`config.mk`:
```
export PLATFORM = sky130hd
export DESIGN_NAME = psc_ctrl
export DESIGN_NICKNAME = d
export VERILOG_FILES = /design/src/rtl/core/psc_pkg.sv /design/src/rtl/core/psc_ctrl.sv
export SDC_FILE = /design/constraint.sdc
export NUM_CORES = 1
export LEC_CHECK = 0
export BUFFER_PORTS_ARGS = -buffer_cell sky130_fd_sc_hd__buf_2
export CORE_UTILIZATION = 56
export CTS_BUF_LIST = sky130_fd_sc_hd__clkbuf_8
export DETAILED_ROUTE_END_ITERATION = 10
export PLACE_DENSITY_LB_ADDON = 0.1
export SYNTH_ARGS = -nofsm -noshare
export SYNTH_HDL_FRONTEND = slang
export SYNTH_SLANG_ARGS = --single-unit
```
`constraint.sdc`:
```
create_clock -name clk -period 1.97 [get_ports clk]
set_input_delay 0.197 -clock clk [delete_from_list [all_inputs] [get_ports clk]]
set_output_delay 0.197 -clock clk [all_outputs]
set_load 0.01 [all_outputs]
```
`src/rtl/core/psc_pkg.sv`:
```
package psc_pkg;

  // Field widths
  localparam int COORD_W  = 24;
  localparam int EDIFF_W  = 25;
  localparam int DIFF_W   = 27;
  localparam int SDIFF_W  = 29;
  localparam int WEIGHT_W = 16;
  localparam int GRAD_W   = 48;
  localparam int COST_W   = 63;
  localparam int IDX_W    = 12;

  // Shared multiplier operand and product widths
  localparam int MUL_W  = 30;
  localparam int PROD_W = 2 * MUL_W;

  // Cost work widths
  localparam int SQ_W    = 2 * DIFF_W;
  localparam int HALF_W  = DIFF_W;
  localparam int PART_W  = HALF_W + WEIGHT_W;
  localparam int GPART_W = GRAD_W - 1;

  localparam int MAX_POINTS_DEF = 4096;

  localparam logic [IDX_W-1:0]  IDX_MAX  = {IDX_W{1'b1}};
  localparam logic [COST_W-1:0] COST_MAX = {COST_W{1'b1}};

  // Configuration port
  localparam int CFG_IDX_W  = 2;
  localparam int CFG_DATA_W = WEIGHT_W;

  localparam logic [CFG_IDX_W-1:0] REG_SMOOTH_EN = 2'd0;
  localparam logic [CFG_IDX_W-1:0] REG_REF_EN    = 2'd1;
  localparam logic [CFG_IDX_W-1:0] REG_SMOOTH_W  = 2'd2;
  localparam logic [CFG_IDX_W-1:0] REG_REF_W     = 2'd3;

  localparam logic [WEIGHT_W-1:0] WEIGHT_RESET = 16'd256;

  // Datapath operations
  localparam int OP_W = 4;
  localparam logic [OP_W-1:0] OP_NONE  = 4'd0;
  localparam logic [OP_W-1:0] OP_LOAD  = 4'd1;
  localparam logic [OP_W-1:0] OP_SQ    = 4'd2;
  localparam logic [OP_W-1:0] OP_LO    = 4'd3;
  localparam logic [OP_W-1:0] OP_HI    = 4'd4;
  localparam logic [OP_W-1:0] OP_SUMT  = 4'd5;
  localparam logic [OP_W-1:0] OP_ACC   = 4'd6;
  localparam logic [OP_W-1:0] OP_GPREP = 4'd7;
  localparam logic [OP_W-1:0] OP_GS    = 4'd8;
  localparam logic [OP_W-1:0] OP_GR    = 4'd9;
  localparam logic [OP_W-1:0] OP_GSUM  = 4'd10;
  localparam logic [OP_W-1:0] OP_OUT   = 4'd11;
  localparam logic [OP_W-1:0] OP_END   = 4'd12;

  // Cost terms, in the order they are accumulated
  localparam logic [1:0] TERM_EX  = 2'd0;
  localparam logic [1:0] TERM_EY  = 2'd1;
  localparam logic [1:0] TERM_NDX = 2'd2;
  localparam logic [1:0] TERM_NDY = 2'd3;

  // Results an item may produce, in output order
  localparam logic [1:0] RES_A = 2'd0;
  localparam logic [1:0] RES_B = 2'd1;
  localparam logic [1:0] RES_C = 2'd2;

  localparam logic DIM_X = 1'b0;
  localparam logic DIM_Y = 1'b1;

  typedef struct packed {
    logic [OP_W-1:0] op;
    logic [1:0]      term;
    logic [1:0]      res;
    logic            dim;
  } psc_cmd_t;

  typedef struct packed {
    logic smooth_en;
    logic ref_en;
    logic k_ge1;
    logic k_ge2;
    logic fin;
    logic out_free;
  } psc_stat_t;

endpackage

```
`src/rtl/core/psc_ctrl.sv`:
```
module psc_ctrl (
  input  logic                clk,
  input  logic                rst_n,
  input  logic                in_valid,
  output logic                in_stall,
  input  psc_pkg::psc_stat_t  stat,
  output psc_pkg::psc_cmd_t   cmd
);

  localparam logic [3:0] S_IDLE  = 4'd0;
  localparam logic [3:0] S_TERM  = 4'd1;
  localparam logic [3:0] S_LO    = 4'd2;
  localparam logic [3:0] S_HI    = 4'd3;
  localparam logic [3:0] S_SUMT  = 4'd4;
  localparam logic [3:0] S_ACC   = 4'd5;
  localparam logic [3:0] S_RES   = 4'd6;
  localparam logic [3:0] S_GPREP = 4'd7;
  localparam logic [3:0] S_GS    = 4'd8;
  localparam logic [3:0] S_GR    = 4'd9;
  localparam logic [3:0] S_GSUM  = 4'd10;
  localparam logic [3:0] S_OUT   = 4'd11;
  localparam logic [3:0] S_END   = 4'd12;

  logic [3:0] state_r, state_nxt;
  logic [1:0] term_r, term_nxt;
  logic [1:0] res_r, res_nxt;
  logic       dim_r, dim_nxt;
  logic       term_en;
  logic       res_apply;
  logic       last_term;

  // Term enable and result presence for the current step
  always_comb begin
    term_en = (term_r inside {psc_pkg::TERM_EX, psc_pkg::TERM_EY}) ? stat.ref_en
                                                                    : stat.smooth_en;
    case (res_r)
      psc_pkg::RES_A: res_apply = stat.k_ge2;
      psc_pkg::RES_B: res_apply = stat.fin & stat.k_ge1;
      default:        res_apply = stat.fin;
    endcase
  end

  assign last_term = (term_r == psc_pkg::TERM_NDY);

  // Sequence: load, the enabled ones of four cost terms, up to three results, window update or reset
  always_comb begin
    state_nxt = state_r;
    term_nxt  = term_r;
    res_nxt   = res_r;
    dim_nxt   = dim_r;
    cmd.op    = psc_pkg::OP_NONE;
    cmd.term  = term_r;
    cmd.res   = res_r;
    cmd.dim   = dim_r;
    case (state_r)
      S_IDLE: begin
        if (in_valid) begin
          cmd.op    = psc_pkg::OP_LOAD;
          term_nxt  = psc_pkg::TERM_EX;
          state_nxt = S_TERM;
        end
      end
      S_TERM: begin
        if (term_en) begin
          cmd.op    = psc_pkg::OP_SQ;
          state_nxt = S_LO;
        end else if (last_term) begin
          res_nxt   = psc_pkg::RES_A;
          state_nxt = S_RES;
        end else begin
          term_nxt  = term_r + 2'd1;
        end
      end
      S_LO: begin
        cmd.op    = psc_pkg::OP_LO;
        state_nxt = S_HI;
      end
      S_HI: begin
        cmd.op    = psc_pkg::OP_HI;
        state_nxt = S_SUMT;
      end
      S_SUMT: begin
        cmd.op    = psc_pkg::OP_SUMT;
        state_nxt = S_ACC;
      end
      S_ACC: begin
        cmd.op = psc_pkg::OP_ACC;
        if (last_term) begin
          res_nxt   = psc_pkg::RES_A;
          state_nxt = S_RES;
        end else begin
          term_nxt  = term_r + 2'd1;
          state_nxt = S_TERM;
        end
      end
      S_RES: begin
        if (res_apply) begin
          dim_nxt   = psc_pkg::DIM_X;
          state_nxt = S_GPREP;
        end else if (res_r == psc_pkg::RES_C) begin
          state_nxt = S_END;
        end else begin
          res_nxt   = res_r + 2'd1;
        end
      end
      S_GPREP: begin
        cmd.op    = psc_pkg::OP_GPREP;
        state_nxt = S_GS;
      end
      S_GS: begin
        cmd.op    = psc_pkg::OP_GS;
        state_nxt = S_GR;
      end
      S_GR: begin
        cmd.op    = psc_pkg::OP_GR;
        state_nxt = S_GSUM;
      end
      S_GSUM: begin
        cmd.op = psc_pkg::OP_GSUM;
        if (dim_r == psc_pkg::DIM_X) begin
          dim_nxt   = psc_pkg::DIM_Y;
          state_nxt = S_GPREP;
        end else begin
          state_nxt = S_OUT;
        end
      end
      S_OUT: begin
        // hold until the output register is free
        if (stat.out_free) begin
          cmd.op = psc_pkg::OP_OUT;
          if (res_r == psc_pkg::RES_C) begin
            state_nxt = S_END;
          end else begin
            res_nxt   = res_r + 2'd1;
            state_nxt = S_RES;
          end
        end
      end
      S_END: begin
        cmd.op    = psc_pkg::OP_END;
        state_nxt = S_IDLE;
      end
      default: state_nxt = S_IDLE;
    endcase
  end

  assign in_stall = (state_r != S_IDLE);

  always_ff @(posedge clk) begin
    if (!rst_n) begin
      state_r <= S_IDLE;
      term_r  <= psc_pkg::TERM_EX;
      res_r   <= psc_pkg::RES_A;
      dim_r   <= psc_pkg::DIM_X;
    end else begin
      state_r <= state_nxt;
      term_r  <= term_nxt;
      res_r   <= res_nxt;
      dim_r   <= dim_nxt;
    end
  end

endmodule

```
==> metrics.txt, run 1 <==
# TYPE chip_impl_metric gauge
chip_impl_info{name="run_status",value="finished, violations left"} 1
chip_impl_info{name="violations_in_the_final_reports",value="design-rule violations"} 1
chip_impl_info{name="cp-startpoint",value="term_r[1]$_SDFFE_PN0P_"} 1
chip_impl_metric{name="clk_pin_slew_worst_paths",unit="ps"} 50
chip_impl_info{name="timing.hold.worst.class",value="in -> reg"} 1
chip_impl_metric{name="floorplan.rows",unit=""} 14
chip_impl_metric{name="setup.reg_to_reg.worst_slack",unit="ps"} 40
chip_impl_metric{name="detailed_place_hpwl",unit="µm"} 1800
chip_impl_metric{name="cp.required",unit="ps"} 2080
chip_impl_metric{name="number_of_storage_elements_in_the_synthesis_netlist",unit=""} 9
chip_impl_metric{name="cts-root-to-sink-buffers",unit=""} 2
chip_impl_metric{name="chipHeight",unit="µm"} 43.5
chip_impl_metric{name="holdBufCountCts",unit=""} 0
chip_impl_metric{name="n_antenna_cell",unit=""} 0
chip_impl_metric{name="final.fill_count",unit=""} 122
chip_impl_metric{name="relSlewSlack",unit=""} 0.699
chip_impl_metric{name="detail_route.vias_per_cell",unit=""} 6.15
chip_impl_metric{name="yosysSeqAreaShare",unit=""} 0.187
chip_impl_metric{name="p_per_area",unit="mW/mm²"} 1150
chip_impl_metric{name="routed_wire_length_per_instance",unit="µm"} 15.2
chip_impl_metric{name="starting_density",unit=""} 0.620
chip_impl_metric{name="worst_slew_pin_slew",unit="ps"} 450
chip_impl_metric{name="placement.io_buffers",unit=""} 18
chip_impl_metric{name="synth_cell_type_count",unit=""} 46
chip_impl_metric{name="route.antenna.remaining_nets",unit=""} 0
chip_impl_metric{name="post_route_cells_drive_above_1_share",unit=""} 0.329
chip_impl_metric{name="remaining_drc_errors",unit=""} 3
chip_impl_metric{name="yosys_warnings",unit=""} 0
chip_impl_info{name="endpoint",value="term_r[0]$_SDFFE_PN0P_"} 1
chip_impl_info{name="start_kind",value="flip-flop"} 1
chip_impl_metric{name="io_pins",unit=""} 19
chip_impl_metric{name="die_width",unit="µm"} 43.5
chip_impl_info{name="critPathKind",value="reg -> reg"} 1
chip_impl_metric{name="firstDrtPassIters",unit=""} 7
chip_impl_metric{name="grt_pass1_wl",unit="µm"} 4070
chip_impl_metric{name="gpl.final_weighted_congestion",unit=""} 0.878
chip_impl_metric{name="wl",unit="µm"} 2550
chip_impl_info{name="synth_ff_type",value="sky130_fd_sc_hd__dfxtp_1"} 1
chip_impl_metric{name="number_of_antenna_violations_at_the_first_check_in_global_routing",unit=""} 0
chip_impl_metric{name="hold_viol",unit=""} 0
chip_impl_metric{name="maximum_vdd_drop",unit="mV"} 0.864
chip_impl_metric{name="total_power",unit="µW"} 1340
chip_impl_metric{name="timing.final.max_slew_violations",unit=""} 0
chip_impl_metric{name="synth_cells",unit=""} 129
chip_impl_metric{name="drt_first_iter_violations",unit=""} 57
chip_impl_metric{name="mapped_nets",unit=""} 144
chip_impl_info{name="r2r_end",value="term_r[0]$_SDFFE_PN0P_"} 1
chip_impl_metric{name="maxCapViolations",unit=""} 0
chip_impl_metric{name="setup_viol",unit=""} 0
chip_impl_metric{name="syn-mean-instance-area",unit="µm²"} 7.49
chip_impl_metric{name="globalRouteOverflowTotal",unit=""} 0
chip_impl_info{name="tritoncts",value="yes"} 1
chip_impl_metric{name="synth-async-reset-ratio",unit=""} 0
chip_impl_metric{name="clock_sinks",unit=""} 9
chip_impl_metric{name="final_net_count",unit=""} 168
chip_impl_metric{name="timing.critical_path.fanout_max",unit=""} 4
chip_impl_metric{name="coreArea",unit="mm²"} 0.00156
chip_impl_metric{name="grt_usage",unit=""} 0.281
chip_impl_metric{name="die-area",unit="mm²"} 0.00189
chip_impl_metric{name="htree_levels",unit=""} 1
chip_impl_metric{name="fin_crit",unit="ps"} 1930
chip_impl_metric{name="max_freq",unit="GHz"} 0.517
chip_impl_metric{name="route.vias.total",unit=""} 1033
chip_impl_metric{name="grt_pass1_vias",unit=""} 884
chip_impl_metric{name="finClkSkew",unit="ps"} 8.07
chip_impl_metric{name="leakage",unit="µW"} 0.000493
chip_impl_info{name="cts_root_buffer",value="sky130_fd_sc_hd__clkbuf_8"} 1
chip_impl_metric{name="timing.final.crit_share",unit=""} 0.982
chip_impl_info{name="setup.worst_path.end_class",value="flip-flop"} 1
chip_impl_metric{name="finalCoreUtilization",unit=""} 0.746
chip_impl_metric{name="reg2regPathDepth",unit=""} 9
chip_impl_metric{name="synth_area",unit="µm²"} 966
chip_impl_info{name="timing.rr.start",value="term_r[1]$_SDFFE_PN0P_"} 1
chip_impl_metric{name="area_growth",unit="%"} 20.3
chip_impl_metric{name="clk-insertion-delay-late",unit="ps"} 240
chip_impl_metric{name="hold_ws",unit="ps"} 278
chip_impl_metric{name="grt_start_max_net_pins",unit=""} 15
chip_impl_metric{name="arrival",unit="ps"} 2050
chip_impl_metric{name="cts_inserted_buffers",unit=""} 3
chip_impl_metric{name="synth-edff-count",unit=""} 0
-- worst max-delay path, cell delays in order (launching register included) --
cell and delay (ps):
sky130_fd_sc_hd__dfxtp_2 340, sky130_fd_sc_hd__inv_1 60, sky130_fd_sc_hd__ha_1 190, sky130_fd_sc_hd__nor2_2 160, sky130_fd_sc_hd__mux2i_4 260, sky130_fd_sc_hd__buf_6 130, sky130_fd_sc_hd__buf_4 90, sky130_fd_sc_hd__o311a_1 240
sky130_fd_sc_hd__mux2i_1 270, sky130_fd_sc_hd__nor2b_1 70
-- flip-flops by register name, summed over array words and instances, names as in the netlist --
| name | flops |
|---|---|
| state_r | 4 |
| res_r | 2 |
| term_r | 2 |
| dim_r | 1 |
-- routing by layer --
metal | vias up | share of wire | track usage
met5 | - | 0 | 0
met4 | 0 | 0.015 | 0.0563
met3 | 5 | 0.064 | 0.0375
met2 | 47 | 0.47 | 0.436
met1 | 477 | 0.45 | 0.416
li1 | 504 | - | -
-- worst min-delay path by stage --
stage / cells after the start / end / from / slack [ps]
after floorplan: 2 / state_r[3]$_SDFFE_PN0P_ / rst_n / 340
after global placement: 2 / dim_r$_SDFFE_PN0P_ / dim_r$_SDFFE_PN0P_ / 470
after detailed placement: 2 / dim_r$_SDFFE_PN0P_ / dim_r$_SDFFE_PN0P_ / 480
after CTS: 3 / dim_r$_SDFFE_PN0P_ / rst_n / 280
after global routing: 3 / dim_r$_SDFFE_PN0P_ / rst_n / 290
final: 3 / dim_r$_SDFFE_PN0P_ / rst_n / 280
-- through the flow --
stage          worst slack, ps  instance area (µm²)  setup TNS (ps)  instances
2_1_floorplan              167                  966               0        129
3_3_place_gp               169                 1070               0        161
3_5_place_dp               107                 1070               0        161
4_1_cts                   28.2                 1130               0        166
5_1_grt                  -26.4                 1160           -26.4        168
6_report                  35.4                 1160               0        168
-- power breakdown --
part           internal (µW)  leakage (µW)  total, µW  switching (µW)
clock network            136     0.0000269        217            80.7
logic                    370      0.000391        796             426
registers                223     0.0000750        325             101
total                    730      0.000493       1340             608
-- synth_stat cells, types with 2 or more instances --
library cell | number | share of area
sky130_fd_sc_hd__nand2_1 | 15 | 0.058
sky130_fd_sc_hd__nor2_1 | 12 | 0.047
sky130_fd_sc_hd__o21ai_0 | 11 | 0.057
sky130_fd_sc_hd__dfxtp_1 | 9 | 0.19
sky130_fd_sc_hd__inv_1 | 8 | 0.031
sky130_fd_sc_hd__a21oi_1 | 7 | 0.036
sky130_fd_sc_hd__ha_1 | 6 | 0.078
sky130_fd_sc_hd__nand4_1 | 4 | 0.026
sky130_fd_sc_hd__nor2b_1 | 4 | 0.026
sky130_fd_sc_hd__nor3_1 | 4 | 0.021
sky130_fd_sc_hd__a211oi_1 | 3 | 0.023
sky130_fd_sc_hd__buf_2 | 3 | 0.016
sky130_fd_sc_hd__mux2i_1 | 3 | 0.031
sky130_fd_sc_hd__a22o_1 | 2 | 0.018
sky130_fd_sc_hd__and2_1 | 2 | 0.013
sky130_fd_sc_hd__buf_4 | 2 | 0.016
sky130_fd_sc_hd__buf_6 | 2 | 0.023
sky130_fd_sc_hd__clkbuf_1 | 2 | 0.0078
sky130_fd_sc_hd__nand3_1 | 2 | 0.010
sky130_fd_sc_hd__nor4_2 | 2 | 0.026
-- area by class of cell --
cell class	instances	area, µm²	area share
clock buffers	3	41.3	0.0355
repair buffers	29	176	0.152
multi-input cells	101	699	0.602
clock inverters	1	3.75	0.00323
flip-flops and latches	9	188	0.161
well taps	16	20.0	0.0172
inverters	9	33.8	0.0291
-- placed cells by master (no fill, tap or decap), types with 3 or more instances in the layout --
cell                       instances
sky130_fd_sc_hd__nor3_1            4
sky130_fd_sc_hd__dfxtp_2           3
sky130_fd_sc_hd__a21oi_1           7
sky130_fd_sc_hd__inv_1             9
sky130_fd_sc_hd__nand2_1          15
sky130_fd_sc_hd__nor2_1           12
sky130_fd_sc_hd__nand4_1           4
sky130_fd_sc_hd__mux2i_1           3
sky130_fd_sc_hd__buf_2            18
sky130_fd_sc_hd__nor2b_1           4
sky130_fd_sc_hd__a211oi_1          3
sky130_fd_sc_hd__dfxtp_1           5
sky130_fd_sc_hd__clkbuf_8          3
sky130_fd_sc_hd__o21ai_0          10
sky130_fd_sc_hd__ha_1              6
sky130_fd_sc_hd__buf_4            10
-- kinds of logic (layout without fill, tap and decap cells) --
kind of cell	count (synthesis)	count (layout)	synth area share
adder cells (fa/ha/maj)	6	6	0.0777
buffers and inverters	19	42	0.101
AO/OA/AOI/OAI	40	40	0.290
multiplexers	4	4	0.0544
AND/OR/NAND/NOR	51	51	0.290
flip-flops	9	9	0.187
-- timing repair --
item,4_1_cts,5_1_grt
setup buffers,1,2
pin swaps,0,2
setup endpoints to repair,1,4
resized for setup,1,8
No activity file was read; power rests on OpenSTA's default activity.
==> run 2, diff against run 1 <==
--- a/config.mk
+++ b/config.mk
@@ -9,6 +9,7 @@
 export CORE_UTILIZATION = 56
 export CTS_BUF_LIST = sky130_fd_sc_hd__clkbuf_8
 export DETAILED_ROUTE_END_ITERATION = 10
+export MAX_ROUTING_LAYER = met4
 export PLACE_DENSITY_LB_ADDON = 0.1
 export SYNTH_ARGS = -nofsm -noshare
 export SYNTH_HDL_FRONTEND = slang
==> run 2 against run 1 <==
  * The flow still finishes with violations (design-rule violations)
  * Largest cell class unchanged
  * Via count is 0.48% lower
  * Sequential share of layout area is 0.13 points lower
  * Die area is the same
  * Cell area decreased by 0.54%
  * Hold slack improved by 16 ps
==> metrics.txt, run 2 (synthesized netlist as in run 1, its figures left out) <==
# TYPE chip_impl_metric gauge
chip_impl_metric{name="setup_viol",unit=""} 0
chip_impl_info{name="setup.worst_path.end_class",value="output port"} 1
chip_impl_metric{name="hold_viol",unit=""} 0
chip_impl_metric{name="routed_wire_length_per_instance",unit="µm"} 14.4
chip_impl_metric{name="relSlewSlack",unit=""} 0.670
chip_impl_metric{name="firstDrtPassIters",unit=""} 7
chip_impl_metric{name="post-place-ws",unit="ps"} 36.8
chip_impl_metric{name="chipHeight",unit="µm"} 43.5
chip_impl_info{name="start_kind",value="flip-flop"} 1
chip_impl_metric{name="leakage",unit="µW"} 0.000485
chip_impl_metric{name="detailed_place_hpwl",unit="µm"} 1820
chip_impl_metric{name="finClkSkew",unit="ps"} 4.23
chip_impl_metric{name="detail_route.vias_per_cell",unit=""} 6.16
chip_impl_metric{name="max_freq",unit="GHz"} 0.537
chip_impl_metric{name="globalRouteOverflowTotal",unit=""} 0
chip_impl_metric{name="clk-insertion-delay-late",unit="ps"} 240
chip_impl_metric{name="worst_slew_pin_slew",unit="ps"} 494
chip_impl_metric{name="post_route_cells_drive_above_1_share",unit=""} 0.311
chip_impl_metric{name="floorplan.rows",unit=""} 14
chip_impl_metric{name="fin_crit",unit="ps"} 1860
chip_impl_metric{name="grt_pass1_vias",unit=""} 957
chip_impl_metric{name="timing.final.max_slew_violations",unit=""} 0
chip_impl_info{name="slowest_stage_cell_crit_path",value="sky130_fd_sc_hd__dfxtp_4"} 1
chip_impl_metric{name="n_antenna_cell",unit=""} 0
chip_impl_metric{name="maximum_vdd_drop",unit="mV"} 0.943
chip_impl_metric{name="starting_density",unit=""} 0.620
chip_impl_info{name="top_register",value="state_r"} 1
chip_impl_metric{name="io_pins",unit=""} 19
chip_impl_metric{name="timing.critical_path.fanout_max",unit=""} 6
chip_impl_metric{name="route.vias.total",unit=""} 1028
chip_impl_metric{name="hold_ws",unit="ps"} 293
chip_impl_info{name="final_cell_mix",value="sky130_fd_sc_hd__buf_2 (18), sky130_fd_sc_hd__nand2_1 (15), sky130_fd_sc_hd__nor2_1 (12)"} 1
chip_impl_metric{name="clk_pin_slew_worst_paths",unit="ps"} 50
chip_impl_metric{name="arrival",unit="ps"} 1670
chip_impl_metric{name="largest_reg_flops",unit=""} 4
chip_impl_metric{name="wl",unit="µm"} 2410
chip_impl_info{name="timing.hold.worst.class",value="in -> reg"} 1
chip_impl_metric{name="final.fill_count",unit=""} 138
chip_impl_metric{name="critical_path.n_buffers_inverters",unit=""} 2
chip_impl_metric{name="placement.io_buffers",unit=""} 18
chip_impl_metric{name="grt_start_max_net_pins",unit=""} 15
chip_impl_metric{name="number_of_antenna_violations_at_the_first_check_in_global_routing",unit=""} 0
chip_impl_info{name="largest_registers",value="state_r: 4 flops, res_r: 2 flops, term_r: 2 flops"} 1
chip_impl_metric{name="timing.final.crit_share",unit=""} 0.945
chip_impl_metric{name="grt_pass1_wl",unit="µm"} 4160
chip_impl_metric{name="route.antenna.remaining_nets",unit=""} 0
chip_impl_info{name="critPathKind",value="reg -> out"} 1
chip_impl_metric{name="remaining_drc_errors",unit=""} 2
chip_impl_metric{name="cts_inserted_buffers",unit=""} 3
chip_impl_metric{name="final_net_count",unit=""} 167
chip_impl_metric{name="cts-root-to-sink-buffers",unit=""} 2
chip_impl_metric{name="p_per_area",unit="mW/mm²"} 1160
chip_impl_info{name="setup_repair_after_global_routing_missed_its_margin",value="false"} 1
chip_impl_metric{name="drt_first_iter_violations",unit=""} 59
chip_impl_info{name="violations_in_the_final_reports",value="design-rule violations"} 1
chip_impl_metric{name="grt_usage",unit=""} 0.296
chip_impl_metric{name="slowest_delay",unit="ps"} 370
chip_impl_metric{name="coreArea",unit="mm²"} 0.00156
chip_impl_metric{name="maxCapViolations",unit=""} 0
chip_impl_info{name="run_status",value="finished, violations left"} 1
chip_impl_metric{name="cp.required",unit="ps"} 1770
chip_impl_metric{name="setup_ws_final",unit="ps"} 107
chip_impl_metric{name="die_width",unit="µm"} 43.5
chip_impl_metric{name="total_power",unit="µW"} 1340
chip_impl_metric{name="die-area",unit="mm²"} 0.00189
chip_impl_metric{name="clock_sinks",unit=""} 9
chip_impl_metric{name="htree_levels",unit=""} 1
chip_impl_metric{name="tns",unit="ps"} 0
chip_impl_info{name="final_common_cell",value="sky130_fd_sc_hd__buf_2"} 1
chip_impl_info{name="tritoncts",value="yes"} 1
chip_impl_info{name="cts_root_buffer",value="sky130_fd_sc_hd__clkbuf_8"} 1
chip_impl_metric{name="area_growth",unit="%"} 19.7
chip_impl_info{name="timing.critical_path.max_delay_family",value="flip-flops"} 1
chip_impl_info{name="path_cells",value="inv_1 > ha_2 > nor2_4 > mux2i_4 > o21ai_1 > a31o_2 > buf_2"} 1
chip_impl_metric{name="gpl.final_weighted_congestion",unit=""} 0.878
==> run 2: changes by cell type in the layout (fill, tap and decap cells not counted) <==
cell,before,now
sky130_fd_sc_hd__nor2_4,0,1
sky130_fd_sc_hd__dfxtp_1,5,7
sky130_fd_sc_hd__o21ai_2,1,0
sky130_fd_sc_hd__ha_2,0,1
sky130_fd_sc_hd__ha_1,6,5
sky130_fd_sc_hd__o21ai_1,1,2
sky130_fd_sc_hd__dfxtp_2,3,1
sky130_fd_sc_hd__nor2_2,1,0
sky130_fd_sc_hd__buf_4,10,9
==> run 2: layer usage <==
metal | vias to the layer above | global-route usage | part of all wire
met1 | 482 | 0.396 | 0.46
met2 | 35 | 0.470 | 0.47
met5 | - | - | 0
li1 | 508 | - | -
met3 | 3 | 0.0375 | 0.060
met4 | 0 | 0.0813 | 0.0096
==> run 2: stage by stage <==
step	instances	utilization	area (µm²)
final	167	0.742	1160
after global routing	167	0.742	1160
after CTS	167	0.727	1130
after detailed placement	162	0.693	1080
after global placement	162	0.693	1080
after floorplan	129	-	966
==> run 2: layout make-up <==
| type | count | area (µm²) | area share |
|---|---|---|---|
| Timing Repair Buffer | 28 | 169 | 0.146 |
| Multi-Input combinational cell | 101 | 703 | 0.608 |
| Tap cell | 16 | 20.0 | 0.0173 |
| Sequential cell | 9 | 185 | 0.160 |
| Clock inverter | 1 | 3.75 | 0.00325 |
| Clock buffer | 3 | 41.3 | 0.0357 |
| Inverter | 9 | 33.8 | 0.0292 |
==> run 2: repair_timing <==
| item | CTS | global route |
|---|---|---|
| pin swaps | 1 | 3 |
| gates cloned | 0 | 0 |
| setup buffers | 1 | 0 |
| gates resized for setup | 1 | 7 |
| hold buffers | 0 | 0 |
| setup endpoints to repair | 1 | 3 |
==> run 2: path summary, 6_finish.rpt <==
kind / slack, ps / end / from / cells past startpoint
worst max-delay path: 110 / cmd[6] / term_r[0]$_SDFFE_PN0P_ / 7
worst min register to register: 480 / term_r[1]$_SDFFE_PN0P_ / term_r[1]$_SDFFE_PN0P_ / 2
worst min-delay path: 290 / dim_r$_SDFFE_PN0P_ / rst_n / 3
worst max register to register: 120 / res_r[0]$_SDFFE_PN0P_ / term_r[0]$_SDFFE_PN0P_ / 8
==> run 2: worst reg2reg max path, delay by kind of cell (launching register included) <==
family / cells / cell delay (ps)
buffers and inverters: 2 / 200
DFF: 1 / 370
adders and majority gates: 1 / 190
muxes: 2 / 510
and+or+nand+nor: 3 / 510
==> run 2: power breakdown <==
| group | internal [µW] | switching [µW] |
|---|---|---|
| registers | 219 | 98.4 |
| logic | 383 | 420 |
| clock network | 137 | 81.8 |
